`src/sv/assert_macros.svh`:
```
// Assertion helpers shared by the RTL
`ifndef ASSERT_MACROS_SVH
`define ASSERT_MACROS_SVH
`ifndef SYNTH
`define FRA_ASSERT_ALWAYS(lbl, clk, rst_n, cond, msg) \
    lbl: assert property (@(posedge clk) disable iff (!rst_n) (cond)) else $error(msg);
`define FRA_ASSERT_IMPLIES(lbl, clk, rst_n, ante, cons, msg) \
    lbl: assert property (@(posedge clk) disable iff (!rst_n) (ante) |-> (cons)) else $error(msg);
`else
`define FRA_ASSERT_ALWAYS(lbl, clk, rst_n, cond, msg)
`define FRA_ASSERT_IMPLIES(lbl, clk, rst_n, ante, cons, msg)
`endif
`endif

```
`src/sv/fra_pkg.sv`:
```
package fra_pkg;

    localparam int RING_W  = 25;
    localparam int ALIGN_W = 17;
    localparam int FENCE_W = 64;
    localparam int REQ_W   = 26;
    localparam logic [RING_W-1:0] RING_RESET = 25'd65536;

    typedef enum logic [2:0] {
        ST_OK          = 3'd0,
        ST_WAITED      = 3'd1,
        ST_SUBMIT      = 3'd2,
        ST_TOO_BIG     = 3'd3,
        ST_TABLE_FULL  = 3'd4,
        ST_COMMIT_OVER = 3'd5
    } status_t;

    typedef enum logic [1:0] {
        OP_RESERVE = 2'd0,
        OP_COMMIT  = 2'd1,
        OP_RETAIN  = 2'd2,
        OP_CLEAR   = 2'd3
    } op_t;

    typedef enum logic [4:0] {
        CMD_NONE,
        CMD_CLEAR,
        CMD_IDX_RST,
        CMD_RD,
        CMD_RD_LAST,
        CMD_RET_STEP,
        CMD_RET_END,
        CMD_PLACE_A,
        CMD_WRAP,
        CMD_PLACE_B,
        CMD_SRCH_NEXT,
        CMD_WAIT_TAKE,
        CMD_DIV_START,
        CMD_ALIGN_DONE,
        CMD_COMMIT_ADV,
        CMD_COMMIT_UPD,
        CMD_COMMIT_OVR,
        CMD_COMMIT_APP,
        CMD_RETAIN_UPD,
        CMD_OUT
    } cmd_op_t;

    typedef struct packed {
        logic    load;
        logic    cfg_we;
        cmd_op_t op;
        status_t status;
    } fra_cmd_t;

    typedef struct packed {
        op_t  op;
        logic too_big;
        logic commit_over;
        logic cnt_zero;
        logic idx_lt_cnt;
        logic ret_hit;
        logic off_ge_cons;
        logic fit_a;
        logic wrap_ok;
        logic fit_b;
        logic srch_hit;
        logic fence_eq_cur;
        logic full;
        logic fence_lt_cur;
        logic div_done;
        logic out_busy;
    } fra_stat_t;

endpackage

```
`src/sv/fra_div.sv`:
```
module fra_div (
    input  logic                        clk,
    input  logic                        rst_n,
    input  logic                        start,
    input  logic [fra_pkg::RING_W-1:0]  x,
    input  logic [fra_pkg::ALIGN_W-1:0] a,
    output logic                        done,
    output logic [fra_pkg::RING_W-1:0]  aligned
);
    import fra_pkg::*;

    localparam int STEPS = REQ_W;
    localparam int CNT_W = $clog2(STEPS + 1);

    logic [REQ_W-1:0]   v_reg;
    logic [REQ_W-1:0]   sh_reg;
    logic [ALIGN_W-1:0] rem_reg;
    logic [ALIGN_W-1:0] a_reg;
    logic [CNT_W-1:0]   cnt_reg;
    logic               busy_reg;
    logic               done_reg;
    logic [REQ_W-1:0]   v_start;
    logic [ALIGN_W:0]   trial;
    logic               fits;
    logic [ALIGN_W:0]   diff;
    logic [REQ_W-1:0]   base;

    assign v_start = {1'b0, x} + {{(REQ_W-ALIGN_W){1'b0}}, a} - {{(REQ_W-1){1'b0}}, 1'b1};
    assign trial   = {rem_reg, sh_reg[REQ_W-1]};
    assign fits    = trial >= {1'b0, a_reg};
    assign diff    = trial - {1'b0, a_reg};
    assign base    = v_reg - {{(REQ_W-ALIGN_W){1'b0}}, rem_reg};
    assign aligned = base[RING_W-1:0];
    assign done    = done_reg;

    always_ff @(posedge clk or negedge rst_n)
    begin
        if (!rst_n)
        begin
            busy_reg <= 1'b0;
            done_reg <= 1'b0;
            cnt_reg  <= '0;
            v_reg    <= '0;
            sh_reg   <= '0;
            rem_reg  <= '0;
            a_reg    <= '0;
        end
        else if (start)
        begin
            v_reg    <= v_start;
            sh_reg   <= v_start;
            rem_reg  <= '0;
            a_reg    <= a;
            cnt_reg  <= CNT_W'(STEPS);
            busy_reg <= 1'b1;
            done_reg <= 1'b0;
        end
        else if (busy_reg)
        begin
            rem_reg <= fits ? diff[ALIGN_W-1:0] : trial[ALIGN_W-1:0];
            sh_reg  <= {sh_reg[REQ_W-2:0], 1'b0};
            cnt_reg <= cnt_reg - CNT_W'(1);
            if (cnt_reg == CNT_W'(1))
            begin
                busy_reg <= 1'b0;
                done_reg <= 1'b1;
            end
        end
    end

endmodule

```
`src/sv/fra_ctrl.sv`:
```
module fra_ctrl (
    input  logic               clk,
    input  logic               rst_n,
    input  logic               s_tvalid,
    input  logic               cfg_valid,
    input  fra_pkg::fra_stat_t stat,
    output fra_pkg::fra_cmd_t  cmd,
    output logic               idle
);
    import fra_pkg::*;

    typedef enum logic [3:0] {
        S_IDLE,
        S_DISPATCH,
        S_RET_RD,
        S_RET_CHK,
        S_PLACE,
        S_SRCH_RD,
        S_SRCH_CHK,
        S_DIV,
        S_DIV_WAIT,
        S_C_ADV,
        S_C_CMP,
        S_C_APP,
        S_RT_CHK,
        S_OUT
    } state_t;

    state_t  state_reg, state_next;
    status_t status_reg, status_next;

    assign idle = state_reg == S_IDLE;

    always_comb
    begin
        state_next  = state_reg;
        status_next = status_reg;
        cmd.load    = 1'b0;
        cmd.cfg_we  = 1'b0;
        cmd.op      = CMD_NONE;
        cmd.status  = status_reg;
        case (state_reg)
            S_IDLE:
            begin
                cmd.cfg_we = cfg_valid;
                cmd.load   = s_tvalid;
                if (s_tvalid)
                begin
                    status_next = ST_OK;
                    state_next  = S_DISPATCH;
                end
            end
            S_DISPATCH:
            begin
                case (stat.op)
                    OP_RESERVE:
                    begin
                        if (stat.too_big)
                        begin
                            status_next = ST_TOO_BIG;
                            state_next  = S_OUT;
                        end
                        else
                        begin
                            cmd.op     = CMD_IDX_RST;
                            state_next = S_RET_RD;
                        end
                    end
                    OP_COMMIT:
                    begin
                        if (stat.commit_over)
                        begin
                            status_next = ST_COMMIT_OVER;
                            state_next  = S_OUT;
                        end
                        else
                            state_next = S_C_ADV;
                    end
                    OP_RETAIN:
                    begin
                        if (stat.cnt_zero)
                            state_next = S_OUT;
                        else
                        begin
                            cmd.op     = CMD_RD_LAST;
                            state_next = S_RT_CHK;
                        end
                    end
                    default:
                    begin
                        cmd.op     = CMD_CLEAR;
                        state_next = S_OUT;
                    end
                endcase
            end
            S_RET_RD:
            begin
                if (stat.idx_lt_cnt)
                begin
                    cmd.op     = CMD_RD;
                    state_next = S_RET_CHK;
                end
                else
                begin
                    cmd.op     = CMD_RET_END;
                    state_next = S_PLACE;
                end
            end
            S_RET_CHK:
            begin
                if (stat.ret_hit)
                begin
                    cmd.op     = CMD_RET_STEP;
                    state_next = S_RET_RD;
                end
                else
                begin
                    cmd.op     = CMD_RET_END;
                    state_next = S_PLACE;
                end
            end
            S_PLACE:
            begin
                state_next = S_SRCH_RD;
                if (stat.off_ge_cons)
                begin
                    if (stat.fit_a)
                    begin
                        cmd.op     = CMD_PLACE_A;
                        state_next = S_DIV;
                    end
                    else if (stat.wrap_ok)
                    begin
                        cmd.op     = CMD_WRAP;
                        state_next = S_DIV;
                    end
                end
                else if (stat.fit_b)
                begin
                    cmd.op     = CMD_PLACE_B;
                    state_next = S_DIV;
                end
            end
            S_SRCH_RD:
            begin
                if (stat.idx_lt_cnt)
                begin
                    cmd.op     = CMD_RD;
                    state_next = S_SRCH_CHK;
                end
                else
                begin
                    status_next = ST_SUBMIT;
                    state_next  = S_OUT;
                end
            end
            S_SRCH_CHK:
            begin
                if (!stat.srch_hit)
                begin
                    cmd.op     = CMD_SRCH_NEXT;
                    state_next = S_SRCH_RD;
                end
                else if (stat.fence_eq_cur)
                begin
                    status_next = ST_SUBMIT;
                    state_next  = S_OUT;
                end
                else
                begin
                    cmd.op      = CMD_WAIT_TAKE;
                    status_next = ST_WAITED;
                    state_next  = S_DIV;
                end
            end
            S_DIV:
            begin
                cmd.op     = CMD_DIV_START;
                state_next = S_DIV_WAIT;
            end
            S_DIV_WAIT:
            begin
                if (stat.div_done)
                begin
                    cmd.op     = CMD_ALIGN_DONE;
                    state_next = S_OUT;
                end
            end
            S_C_ADV:
            begin
                cmd.op = CMD_COMMIT_ADV;
                if (stat.cnt_zero)
                    state_next = S_C_APP;
                else
                    state_next = S_C_CMP;
            end
            S_C_APP:
            begin
                cmd.op     = CMD_COMMIT_APP;
                state_next = S_OUT;
            end
            S_C_CMP:
            begin
                cmd.op     = CMD_RD_LAST;
                state_next = S_RT_CHK;
            end
            S_RT_CHK:
            begin
                if (stat.op == OP_COMMIT)
                begin
                    if (stat.fence_eq_cur)
                        cmd.op = CMD_COMMIT_UPD;
                    else if (stat.full)
                    begin
                        cmd.op      = CMD_COMMIT_OVR;
                        status_next = ST_TABLE_FULL;
                    end
                    else
                        cmd.op = CMD_COMMIT_APP;
                end
                else if (stat.fence_lt_cur)
                    cmd.op = CMD_RETAIN_UPD;
                state_next = S_OUT;
            end
            S_OUT:
            begin
                if (!stat.out_busy)
                begin
                    cmd.op     = CMD_OUT;
                    state_next = S_IDLE;
                end
            end
            default:
                state_next = S_IDLE;
        endcase
    end

    always_ff @(posedge clk or negedge rst_n)
    begin
        if (!rst_n)
        begin
            state_reg  <= S_IDLE;
            status_reg <= ST_OK;
        end
        else
        begin
            state_reg  <= state_next;
            status_reg <= status_next;
        end
    end

endmodule

```
`src/sv/fra_dp.sv`:
```
`include "assert_macros.svh"

module fra_dp #(
    parameter int SLOTS = 16
) (
    input  logic               clk,
    input  logic               rst_n,
    input  fra_pkg::fra_cmd_t  cmd,
    input  logic [175:0]       s_tdata,
    input  logic [1:0]         s_tuser,
    input  logic [24:0]        cfg_data,
    input  logic               m_tready,
    output fra_pkg::fra_stat_t stat,
    output logic               m_tvalid,
    output logic [119:0]       m_tdata,
    output logic [2:0]         m_tuser
);
    import fra_pkg::*;

    localparam int AW = $clog2(SLOTS);
    localparam int CW = $clog2(SLOTS + 1);
    localparam logic [CW:0] SLOTS_W = (CW+1)'(SLOTS);

    logic [FENCE_W-1:0] fence_mem [SLOTS];
    logic [RING_W-1:0]  off_mem   [SLOTS];

    logic [RING_W-1:0]  ring_reg, offset_reg, space_reg, cons_reg, limit_reg;
    logic [RING_W-1:0]  bytes_reg;
    logic [ALIGN_W-1:0] align_reg;
    logic [REQ_W-1:0]   req_reg;
    logic [FENCE_W-1:0] cur_reg, compl_reg, wait_reg;
    logic [FENCE_W-1:0] rd_fence_reg;
    logic [RING_W-1:0]  rd_off_reg;
    logic [AW-1:0]      head_reg;
    logic [CW-1:0]      cnt_reg, idx_reg;
    op_t                op_reg;

    logic               out_valid_reg;
    status_t            out_status_reg;
    logic [RING_W-1:0]  out_off_reg, out_free_reg;
    logic [FENCE_W-1:0] out_wait_reg;

    logic               div_done;
    logic [RING_W-1:0]  aligned;

    logic [ALIGN_W-1:0] in_align;
    logic [RING_W-1:0]  in_bytes;
    logic [AW-1:0]      a_idx, a_last, a_app, a_drop_idx, a_drop_next;
    logic [REQ_W-1:0]   ring_w, off_w, cons_w, gp_w, ring_m_off;
    logic               off_eq, off_gt, h1, h2, h3;
    logic [CW:0]        head_ext, cnt_ext, idx_ext;

    function automatic logic [AW-1:0] slot_of(input logic [CW:0] s);
        logic [CW:0] t;
        begin
            t = (s >= SLOTS_W) ? s - SLOTS_W : s;
            return t[AW-1:0];
        end
    endfunction

    assign in_bytes = s_tdata[24:0];
    assign in_align = (s_tdata[41:25] == '0) ? ALIGN_W'(1) : s_tdata[41:25];

    assign head_ext    = (CW+1)'(head_reg);
    assign cnt_ext     = {1'b0, cnt_reg};
    assign idx_ext     = {1'b0, idx_reg};
    assign a_idx       = slot_of(head_ext + idx_ext);
    assign a_last      = slot_of(head_ext + cnt_ext - (CW+1)'(1));
    assign a_app       = slot_of(head_ext + cnt_ext);
    assign a_drop_idx  = slot_of(head_ext + idx_ext);
    assign a_drop_next = slot_of(head_ext + idx_ext + (CW+1)'(1));

    assign ring_w     = {1'b0, ring_reg};
    assign off_w      = {1'b0, offset_reg};
    assign cons_w     = {1'b0, cons_reg};
    assign gp_w       = {1'b0, rd_off_reg};
    assign ring_m_off = ring_w - off_w;

    assign off_eq = offset_reg == rd_off_reg;
    assign off_gt = offset_reg > rd_off_reg;
    assign h1     = off_gt && (ring_m_off >= req_reg);
    assign h2     = off_gt && !h1 && (gp_w > req_reg);
    assign h3     = !off_eq && !off_gt && ((gp_w - off_w) > req_reg);

    always_comb
    begin
        stat.op           = op_reg;
        stat.too_big      = req_reg > ring_w;
        stat.commit_over  = ((off_w + {1'b0, bytes_reg}) > ring_w) || (bytes_reg > space_reg);
        stat.cnt_zero     = cnt_reg == '0;
        stat.idx_lt_cnt   = idx_reg < cnt_reg;
        stat.ret_hit      = compl_reg >= rd_fence_reg;
        stat.off_ge_cons  = offset_reg >= cons_reg;
        stat.fit_a        = req_reg <= ring_m_off;
        stat.wrap_ok      = req_reg < cons_w;
        stat.fit_b        = req_reg < (cons_w - off_w);
        stat.srch_hit     = off_eq || h1 || h2 || h3;
        stat.fence_eq_cur = rd_fence_reg == cur_reg;
        stat.full         = cnt_ext >= SLOTS_W;
        stat.fence_lt_cur = rd_fence_reg < cur_reg;
        stat.div_done     = div_done;
        stat.out_busy     = out_valid_reg && !m_tready;
    end

    fra_div u_div (
        .clk     (clk),
        .rst_n   (rst_n),
        .start   (cmd.op == CMD_DIV_START),
        .x       (offset_reg),
        .a       (align_reg),
        .done    (div_done),
        .aligned (aligned)
    );

    always_ff @(posedge clk)
    begin
        case (cmd.op)
            CMD_RD:
            begin
                rd_fence_reg <= fence_mem[a_idx];
                rd_off_reg   <= off_mem[a_idx];
            end
            CMD_RD_LAST:
            begin
                rd_fence_reg <= fence_mem[a_last];
                rd_off_reg   <= off_mem[a_last];
            end
            CMD_COMMIT_UPD:
                off_mem[a_last] <= offset_reg;
            CMD_COMMIT_OVR:
            begin
                fence_mem[a_last] <= cur_reg;
                off_mem[a_last]   <= offset_reg;
            end
            CMD_COMMIT_APP:
            begin
                fence_mem[a_app] <= cur_reg;
                off_mem[a_app]   <= offset_reg;
            end
            CMD_RETAIN_UPD:
                fence_mem[a_last] <= cur_reg;
            default:
            begin
            end
        endcase
    end

    always_ff @(posedge clk)
    begin
        if (cmd.load)
        begin
            bytes_reg <= in_bytes;
            align_reg <= in_align;
            req_reg   <= {1'b0, in_bytes} + {{(REQ_W-ALIGN_W){1'b0}}, in_align};
            cur_reg   <= s_tdata[105:42];
            compl_reg <= s_tdata[169:106];
        end
    end

    always_ff @(posedge clk or negedge rst_n)
    begin
        if (!rst_n)
        begin
            ring_reg       <= RING_RESET;
            offset_reg     <= '0;
            space_reg      <= '0;
            cons_reg       <= '0;
            limit_reg      <= '0;
            head_reg       <= '0;
            cnt_reg        <= '0;
            idx_reg        <= '0;
            op_reg         <= OP_RESERVE;
            wait_reg       <= '0;
            out_valid_reg  <= 1'b0;
            out_status_reg <= ST_OK;
            out_off_reg    <= '0;
            out_free_reg   <= '0;
            out_wait_reg   <= '0;
        end
        else
        begin
            if (cmd.load)
                op_reg <= op_t'(s_tuser);
            if (cmd.op == CMD_OUT)
                out_valid_reg <= 1'b1;
            else if (out_valid_reg && m_tready)
                out_valid_reg <= 1'b0;
            if (cmd.cfg_we)
            begin
                ring_reg   <= cfg_data;
                offset_reg <= '0;
                space_reg  <= '0;
                cons_reg   <= '0;
                head_reg   <= '0;
                cnt_reg    <= '0;
            end
            case (cmd.op)
                CMD_CLEAR:
                begin
                    offset_reg <= '0;
                    space_reg  <= '0;
                    cons_reg   <= '0;
                    head_reg   <= '0;
                    cnt_reg    <= '0;
                end
                CMD_IDX_RST:
                    idx_reg <= '0;
                CMD_RET_STEP:
                begin
                    cons_reg <= rd_off_reg;
                    idx_reg  <= idx_reg + CW'(1);
                end
                CMD_RET_END:
                begin
                    if (idx_reg != '0)
                    begin
                        head_reg <= a_drop_idx;
                        cnt_reg  <= cnt_reg - idx_reg;
                        if (offset_reg == cons_reg)
                        begin
                            offset_reg <= '0;
                            cons_reg   <= '0;
                            space_reg  <= ring_reg;
                        end
                    end
                    idx_reg <= '0;
                end
                CMD_PLACE_A:
                    limit_reg <= ring_reg;
                CMD_WRAP:
                begin
                    offset_reg <= '0;
                    limit_reg  <= cons_reg - RING_W'(1);
                end
                CMD_PLACE_B:
                    limit_reg <= cons_reg - RING_W'(1);
                CMD_SRCH_NEXT:
                    idx_reg <= idx_reg + CW'(1);
                CMD_WAIT_TAKE:
                begin
                    wait_reg <= rd_fence_reg;
                    if (off_eq)
                    begin
                        head_reg   <= a_app;
                        cnt_reg    <= '0;
                        offset_reg <= '0;
                        limit_reg  <= ring_reg;
                        cons_reg   <= '0;
                    end
                    else
                    begin
                        head_reg   <= a_drop_next;
                        cnt_reg    <= cnt_reg - idx_reg - CW'(1);
                        offset_reg <= h2 ? '0 : offset_reg;
                        limit_reg  <= h1 ? ring_reg : rd_off_reg - RING_W'(1);
                        cons_reg   <= rd_off_reg;
                    end
                end
                CMD_ALIGN_DONE:
                begin
                    offset_reg <= aligned;
                    space_reg  <= (limit_reg > aligned) ? limit_reg - aligned : '0;
                end
                CMD_COMMIT_ADV:
                begin
                    offset_reg <= offset_reg + bytes_reg;
                    space_reg  <= space_reg - bytes_reg;
                end
                CMD_COMMIT_APP:
                    cnt_reg <= cnt_reg + CW'(1);
                CMD_OUT:
                begin
                    out_status_reg <= cmd.status;
                    out_off_reg    <= offset_reg;
                    out_free_reg   <= space_reg;
                    out_wait_reg   <= (cmd.status == ST_WAITED) ? wait_reg : '0;
                end
                default:
                begin
                end
            endcase
        end
    end

    assign m_tvalid = out_valid_reg;
    assign m_tuser  = out_status_reg;
    assign m_tdata  = {6'b0, out_wait_reg, out_free_reg, out_off_reg};

    `FRA_ASSERT_ALWAYS(a_off_in_ring, clk, rst_n, offset_reg <= ring_reg, "offset beyond ring")
    `FRA_ASSERT_ALWAYS(a_space_in_ring, clk, rst_n, space_reg <= ring_reg, "space beyond ring")
    `FRA_ASSERT_ALWAYS(a_cons_in_ring, clk, rst_n, cons_reg <= ring_reg, "consumer beyond ring")
    `FRA_ASSERT_ALWAYS(a_cnt_bound, clk, rst_n, cnt_ext <= SLOTS_W, "mark count overflow")
    `FRA_ASSERT_IMPLIES(a_align_ready, clk, rst_n, cmd.op == CMD_ALIGN_DONE, div_done, "align early")

endmodule

```
`src/sv/fenced_ring_space_allocator_unit.sv`:
```
// One request at a time. Clear, retain and commit run through dispatch and the output state.
// Reserve retires marks, places the request, searches the marks if it does not fit, and aligns,
// the alignment done by the bit-serial alignment divider (one quotient bit a cycle).
// A result waits in the output register while the next request is taken.
// Reset (rst_n low, asynchronous): ring size 65536, offset, space and consumer 0,
// mark table empty; no clearing pass.
module fenced_ring_space_allocator_unit #(
    parameter int MARK_SLOTS = 16
) (
    input  logic         clk,
    input  logic         rst_n,
    input  logic         s_tvalid,
    output logic         s_tready,
    // byte_count[24:0], align_bytes[41:25], current_fence[105:42], completed_fence[169:106]
    input  logic [175:0] s_tdata,
    // op[1:0]
    input  logic [1:0]   s_tuser,
    output logic         m_tvalid,
    input  logic         m_tready,
    // write_offset[24:0], free_bytes[49:25], wait_fence[113:50]
    output logic [119:0] m_tdata,
    // status[2:0]
    output logic [2:0]   m_tuser,
    input  logic         cfg_valid,
    output logic         cfg_ready,
    input  logic [24:0]  cfg_data
);
    import fra_pkg::*;

    fra_cmd_t  cmd;
    fra_stat_t stat;
    logic      idle;

    assign s_tready  = idle;
    assign cfg_ready = idle;

    fra_ctrl u_ctrl (
        .clk       (clk),
        .rst_n     (rst_n),
        .s_tvalid  (s_tvalid),
        .cfg_valid (cfg_valid),
        .stat      (stat),
        .cmd       (cmd),
        .idle      (idle)
    );

    fra_dp #(
        .SLOTS (MARK_SLOTS)
    ) u_dp (
        .clk      (clk),
        .rst_n    (rst_n),
        .cmd      (cmd),
        .s_tdata  (s_tdata),
        .s_tuser  (s_tuser),
        .cfg_data (cfg_data),
        .m_tready (m_tready),
        .stat     (stat),
        .m_tvalid (m_tvalid),
        .m_tdata  (m_tdata),
        .m_tuser  (m_tuser)
    );

endmodule

```
`config.mk`:
```
export PLATFORM = sky130hd
export DESIGN_NAME = fenced_ring_space_allocator_unit
export DESIGN_NICKNAME = d
export VERILOG_FILES = /design/src/sv/fra_pkg.sv /design/src/sv/fra_div.sv /design/src/sv/fra_ctrl.sv /design/src/sv/fra_dp.sv /design/src/sv/fenced_ring_space_allocator_unit.sv
export VERILOG_INCLUDE_DIRS = /design/src /design/src/sv
export SDC_FILE = /design/constraint.sdc
export NUM_CORES = 2
export LEC_CHECK = 0
export ABC_AREA = 1
export BUFFER_PORTS_ARGS = -buffer_cell sky130_fd_sc_hd__buf_2
export CAP_MARGIN = 20
export CORE_MARGIN = 2
export CORE_UTILIZATION = 45
export CTS_CLUSTER_SIZE = 30
export DETAILED_ROUTE_END_ITERATION = 6
export MAX_ROUTING_LAYER = met4
export PLACE_DENSITY = 0.68
export SYNTH_ARGS = -nofsm -noshare
export SYNTH_HDL_FRONTEND = slang
export SYNTH_HIERARCHICAL = 1
export SYNTH_SLANG_ARGS = --single-unit
```
`constraint.sdc`:
```
create_clock -name clk -period 13.2 [get_ports clk]
set_clock_uncertainty 0.1 [all_clocks]
set_input_delay 1.98 -clock clk [delete_from_list [all_inputs] [get_ports clk]]
set_output_delay 1.98 -clock clk [all_outputs]
set_load 0.02 [all_outputs]
```
Word level (Yosys, flattened, before mapping):

Memory sizes are Yosys's and may differ from the RTL's.
Cells that the tools add are included.

* register bits after elaboration: 707
* latch bits: 0
* memory bits (writable): 1424
* ROM bits: 0
* output and inout bits: 126
* memories kept: 2

* add/sub/neg operators: 27
* $mul: 0
* div/mod/pow operators: 0
* $lt $le $gt $ge: 21
* eq/ne operators: 51
* shift-type cells: 0
* muxes and demuxes: 116
* bitwise gates (word level): 2
* reductions and logical operators: 37

Memory list
* u_dp.fence_mem: words 16, width 64, read ports 2, clocked after Yosys merged registers in 0, write ports 1, line fra_dp.sv:24 `logic [FENCE_W-1:0] fence_mem [SLOTS];`
* u_dp.off_mem: words 16, width 25, read ports 2, clocked after Yosys merged registers in 0, write ports 1, line fra_dp.sv:25 `logic [RING_W-1:0] off_mem [SLOTS];`

Operators with widths (number)
* $mux 25: 17
* $pmux 25 s4: 2
* $mux 64: 3
* $pmux 64 s2: 1
* $pmux 25 s5: 1
* $mux 4: 22
* $sub 25x25->26: 3
* $gt 25x25->1: 3
* $pmux 25 s3: 1
* $mux 17: 4
* $pmux 5 s13: 1
* $eq 64x64->1: 1
* $ge 64x64->1: 1
* $lt 64x64->1: 1
* $reduce_or 64->1: 1
* $mux 5: 12
* $add 25x17->26: 2
* $gt 26x25->1: 2
* $mux 26: 2
* $pmux 4 s13: 1
* $eq 25x25->1: 2
* $pmux 25 s2: 1
* $sub 25x1->25 const B: 2
* $sub 25x25->25: 2
* other kinds (65): 166

Logic depth before layout (Yosys ltp):

* depth after elaboration: 15
* gate-level depth with buffers: 44
* depth with buffers taken out: 42

By module:

The synthesis kept the hierarchy.

By module, submodules not included
* fra_dp: instances 1, cells each 11988, area each 110499.7 µm², sequential area each 59403.2 µm²
* fra_div: instances 1, cells each 1282, area each 8254.2 µm², sequential area each 2302.2 µm²
* fra_ctrl: instances 1, cells each 187, area each 1018.5 µm², sequential area each 175.2 µm²
* fenced_ring_space_allocator_unit: instances 1, cells each 1, area each 7.5 µm², sequential area each 0.0 µm²

Worst setup path before layout:

Ideal clock, no wire load.

* kind: input to register
* from: input s_tvalid
* to: register u_dp.op_reg[0]
* setup time: 108 ps
* arrival time: 11399 ps
* required time: 12992 ps
* setup slack: 1593 ps
* cell stages on the path: 3
* cells stage by stage: inv_1 > nor2_1 > mux2_2

RTL lines
* start, declared: line fenced_ring_space_allocator_unit.sv:12 `input logic s_tvalid,`
* end signal, assigned: line fra_dp.sv:183 `op_reg <= op_t'(s_tuser);`
* end, declared: line fra_dp.sv:36 `op_t op_reg;`

==> impl_metrics.py <==
metrics = {
    "logic_synthesis": {
        "yosys-top-cells-area": "edfxtp_1, dfrtp_1, o21ai_0",
        "yosysWarnings": 6,
        "syn-cell-area_um2": 120000,
        "synth_edf_count": 1709,
        "synth_top_cell_area_share_pct": 42.8,
        "synthCells": 13500,
        "ys_seq_area_share_pct": 51.7,
        "ys_types": 67,
        "synth_top_area_cell": "edfxtp_1",
        "ys_ff_latch": 2131,
        "synth_top_flop_cell": "edfxtp_1",
        "avgSynthCellArea_um2": 8.90,
        "synth-async-reset-ratio_pct": 19.8,
    },
    "min_path": {
        "holdPathStages": 2,
        "hold_start": "u_dp/out_free_reg[7]$_DFFE_PN0P_",
        "hold_path_end": "u_dp/out_free_reg[7]$_DFFE_PN0P_",
        "hold_class": "reg2reg",
    },
    "sta": {
        "rsz0062_at_grt": "false",
        "relSlewSlack_pct": 16.6,
        "worst_pin_slew_ps": 1250,
        "finalCritPeriodShare_pct": 77.5,
        "period_needed_ps": 10240,
        "finalSetupTns_ps": 0,
        "finalMaxSlewViolations": 0,
        "whs_ps": 369,
        "finalSetupViolCount": 0,
        "timing.fmax_ghz": 0.0977,
        "hold_viol_final": 0,
    },
    "drt": {
        "antenna_left": 0,
        "drc_errors": 2,
        "drt_wl_total_um": 409000,
        "drt_iter0_drc": 13000,
        "vias": 102000,
        "dr.pass1.iters": 7,
        "wire_per_inst_um": 23.8,
        "vias_per_cell": 5.92,
    },
    "grt": {
        "antenna_found_initial": 17,
        "grt_pass1_vias": 93400,
        "grt_pass1_wl_um": 596000,
        "grt_max_degree": 248,
        "grt.met3_usage_pct": 7.10,
        "use_met2_pct": 43.2,
        "gr-total-overflow": 0,
        "gr-usage-met1_pct": 41.3,
        "track_usage_pct": 30.0,
        "busiest_layer": "met2",
    },
    "clocking": {
        "cts-resized-gates": 0,
        "cts_buffers": 228,
        "clk_latency_ps": 940,
        "clockBufferDepth": 4,
        "htree_num_levels": 4,
        "worst_setup_hold_path_clk_slew_ps": 60,
        "root_buffer": "clkbuf_16",
        "cts_sinks": 2131,
        "cts_tree": "built",
        "postCtsHoldBufs": 0,
        "cts_setup_buffers": 0,
    },
    "die": {
        "die-area_um2": 270000,
        "fp-row-count": 189,
        "pin_count": 334,
        "core_um2": 265000,
        "start_util_pct": 45.2,
        "die_y_um": 520,
        "fp.dieW_um": 520,
    },
    "setup_path": {
        "worst_path_max_delay_cell": "dfrtp_1",
        "arrival_ps": 10660,
        "rrSetupSlack_ps": 2960,
        "timing.rr.end": "u_dp/fence_mem[10][6]$_DFFE_PP_",
        "r2r_cells": 35,
        "slowest_delay_ps": 1030,
        "cp-start-kind": "flop",
        "crit_top_cell": "nor2_1",
        "r2r_start": "u_dp/offset_reg[17]$_DFFE_PN0P_",
        "critPathKind": "reg2reg",
        "end_kind": "flop",
        "critPathRequiredTime_ps": 13630,
        "cp_max_fo": 26,
    },
    "placement": {
        "io_buffers": 321,
        "dpl.hpwl_um": 258000,
        "place_congestion": 0.996,
    },
    "flow_run": {
        "maxCapViolCount": 0,
    },
    "finish": {
        "fill_cells": 24600,
        "top_regs": "u_dp/fence_mem (1024), u_dp/off_mem (400)",
        "largest-register": "u_dp/fence_mem",
        "nets": 14200,
        "largest_register_ffs": 1024,
        "drive_gt1_share_pct": 7.01,
        "area_delta_synth_final_pct": 9.98,
    },
    "power": {
        "power_leakage_uw": 0.0532,
        "power_density_nw_per_um2": 106,
        "ir_drop_mv": 0.112,
    },
    "status": {
        "violations": "DRC",
        "outcome": "complete, but fails checks",
    },
}
==> worst max-delay path, delay by kind of cell (launching register included) <==
| kind | cells | cell delay (ps) |
|---|---|---|
| simple gates | 22 | 5220 |
| flops | 1 | 1030 |
| buf+inv | 7 | 1970 |
| compound gates | 4 | 720 |
| fa+ha+maj | 2 | 790 |
==> layer usage <==
metal,vias up,part of all wire [%]
met2,5517,43
met3,914,12
met4,0,3.9
met1,48100,41
met5,-,0
li1,47000,-
==> synthesized netlist by cell type (all sizes together) (46+ instances only) <==
cell type / number
xnor2: 70
nor3: 134
buf: 301
nand2: 2134
o32ai: 50
a21oi: 1402
inv: 1446
o21ai: 2131
edfxtp: 1709
a211o: 46
dfrtp: 421
nand3: 713
nand4: 107
o211ai: 225
o31ai: 80
xor2: 120
clkbuf: 459
o22ai: 131
nor2: 953
ha: 573
==> report_power, final <==
| part | switching (uW) | internal (uW) |
|---|---|---|
| registers | 24.3 | 7210 |
| clock network | 2690 | 3490 |
| logic | 356 | 157 |
==> worst max-delay path by stage <==
| stage | from | to | slack (ps) | cells after the start |
|---|---|---|---|---|
| global placement | u_dp/offset_reg[8]$_DFFE_PN0P_ | u_dp/fence_mem[10][62]$_DFFE_PP_ | 3330 | 36 |
| finish | u_dp/offset_reg[17]$_DFFE_PN0P_ | u_dp/fence_mem[10][6]$_DFFE_PP_ | 2960 | 35 |
| floorplan | s_tvalid | u_dp/op_reg[0]$_DFFE_PN0P_ | 1590 | 3 |
| CTS | u_dp/offset_reg[17]$_DFFE_PN0P_ | u_dp/fence_mem[10][6]$_DFFE_PP_ | 3390 | 35 |
| detailed placement | u_dp/offset_reg[17]$_DFFE_PN0P_ | u_dp/fence_mem[10][60]$_DFFE_PP_ | 3370 | 35 |
| global route | u_dp/offset_reg[17]$_DFFE_PN0P_ | u_dp/fence_mem[10][13]$_DFFE_PP_ | 2650 | 35 |
==> cells by family (layout without fill, tap and decap cells) <==
family / Yosys count / count (layout) / synth area share, %
xor+xnor: 190 / 190 / 1.42
simple gates: 4111 / 4111 / 14.4
buf+inv: 2207 / 2346 / 7.21
other cells: 1 / 20 / 0.00313
compound gates: 4230 / 4230 / 19.1
mux: 2 / 2 / 0.0188
flops: 2131 / 2131 / 51.7
fa+ha+maj: 586 / 586 / 6.20
==> cell usage in the layout, fill, tap and decap left out, types with 52 or more instances in the layout <==
| cell | n |
|---|---|
| o211ai_1 | 225 |
| xnor2_1 | 68 |
| ha_1 | 570 |
| o22ai_1 | 131 |
| o21ai_1 | 93 |
| nand2_1 | 2111 |
| a21oi_1 | 1398 |
| nor2_1 | 894 |
| buf_4 | 150 |
| clkbuf_1 | 52 |
| buf_2 | 320 |
| nand4_1 | 106 |
| nand3_1 | 699 |
| dfrtp_1 | 421 |
| nor3_1 | 130 |
| edfxtp_1 | 1709 |
| o21ai_0 | 2036 |
| inv_1 | 1424 |
| o31ai_1 | 80 |
| clkbuf_16 | 232 |
| xor2_1 | 117 |
==> layout make-up <==
class | count | area (um2) | share of cell area [%]
multi-input cells | 9125 | 49700 | 37.7
inverters | 1447 | 5470 | 4.15
repair buffers | 493 | 3190 | 2.42
clock buffers | 291 | 6100 | 4.63
clock inverters | 115 | 927 | 0.704
diodes | 14 | 35.0 | 0.0266
flip-flops and latches | 2131 | 61900 | 47.0
well taps | 3533 | 4420 | 3.36
==> stage by stage <==
| stage | util (%) | total power [uW] | instances | instance area, um2 | setup WS, ps |
|---|---|---|---|---|---|
| 6_report | 49.7 | 13900 | 17100 | 132000 | 2960 |
| 5_1_grt | 49.7 | 14300 | 17100 | 132000 | 2650 |
| 4_1_cts | 49.7 | 14000 | 17100 | 132000 | 3390 |
| 3_5_place_dp | 47.1 | 7870 | 16700 | 125000 | 3370 |
| 3_3_place_gp | 47.1 | 7860 | 16700 | 125000 | 3330 |
| 2_1_floorplan | - | 7650 | 13500 | 120000 | 1590 |
(Power assumes the default switching activity.)
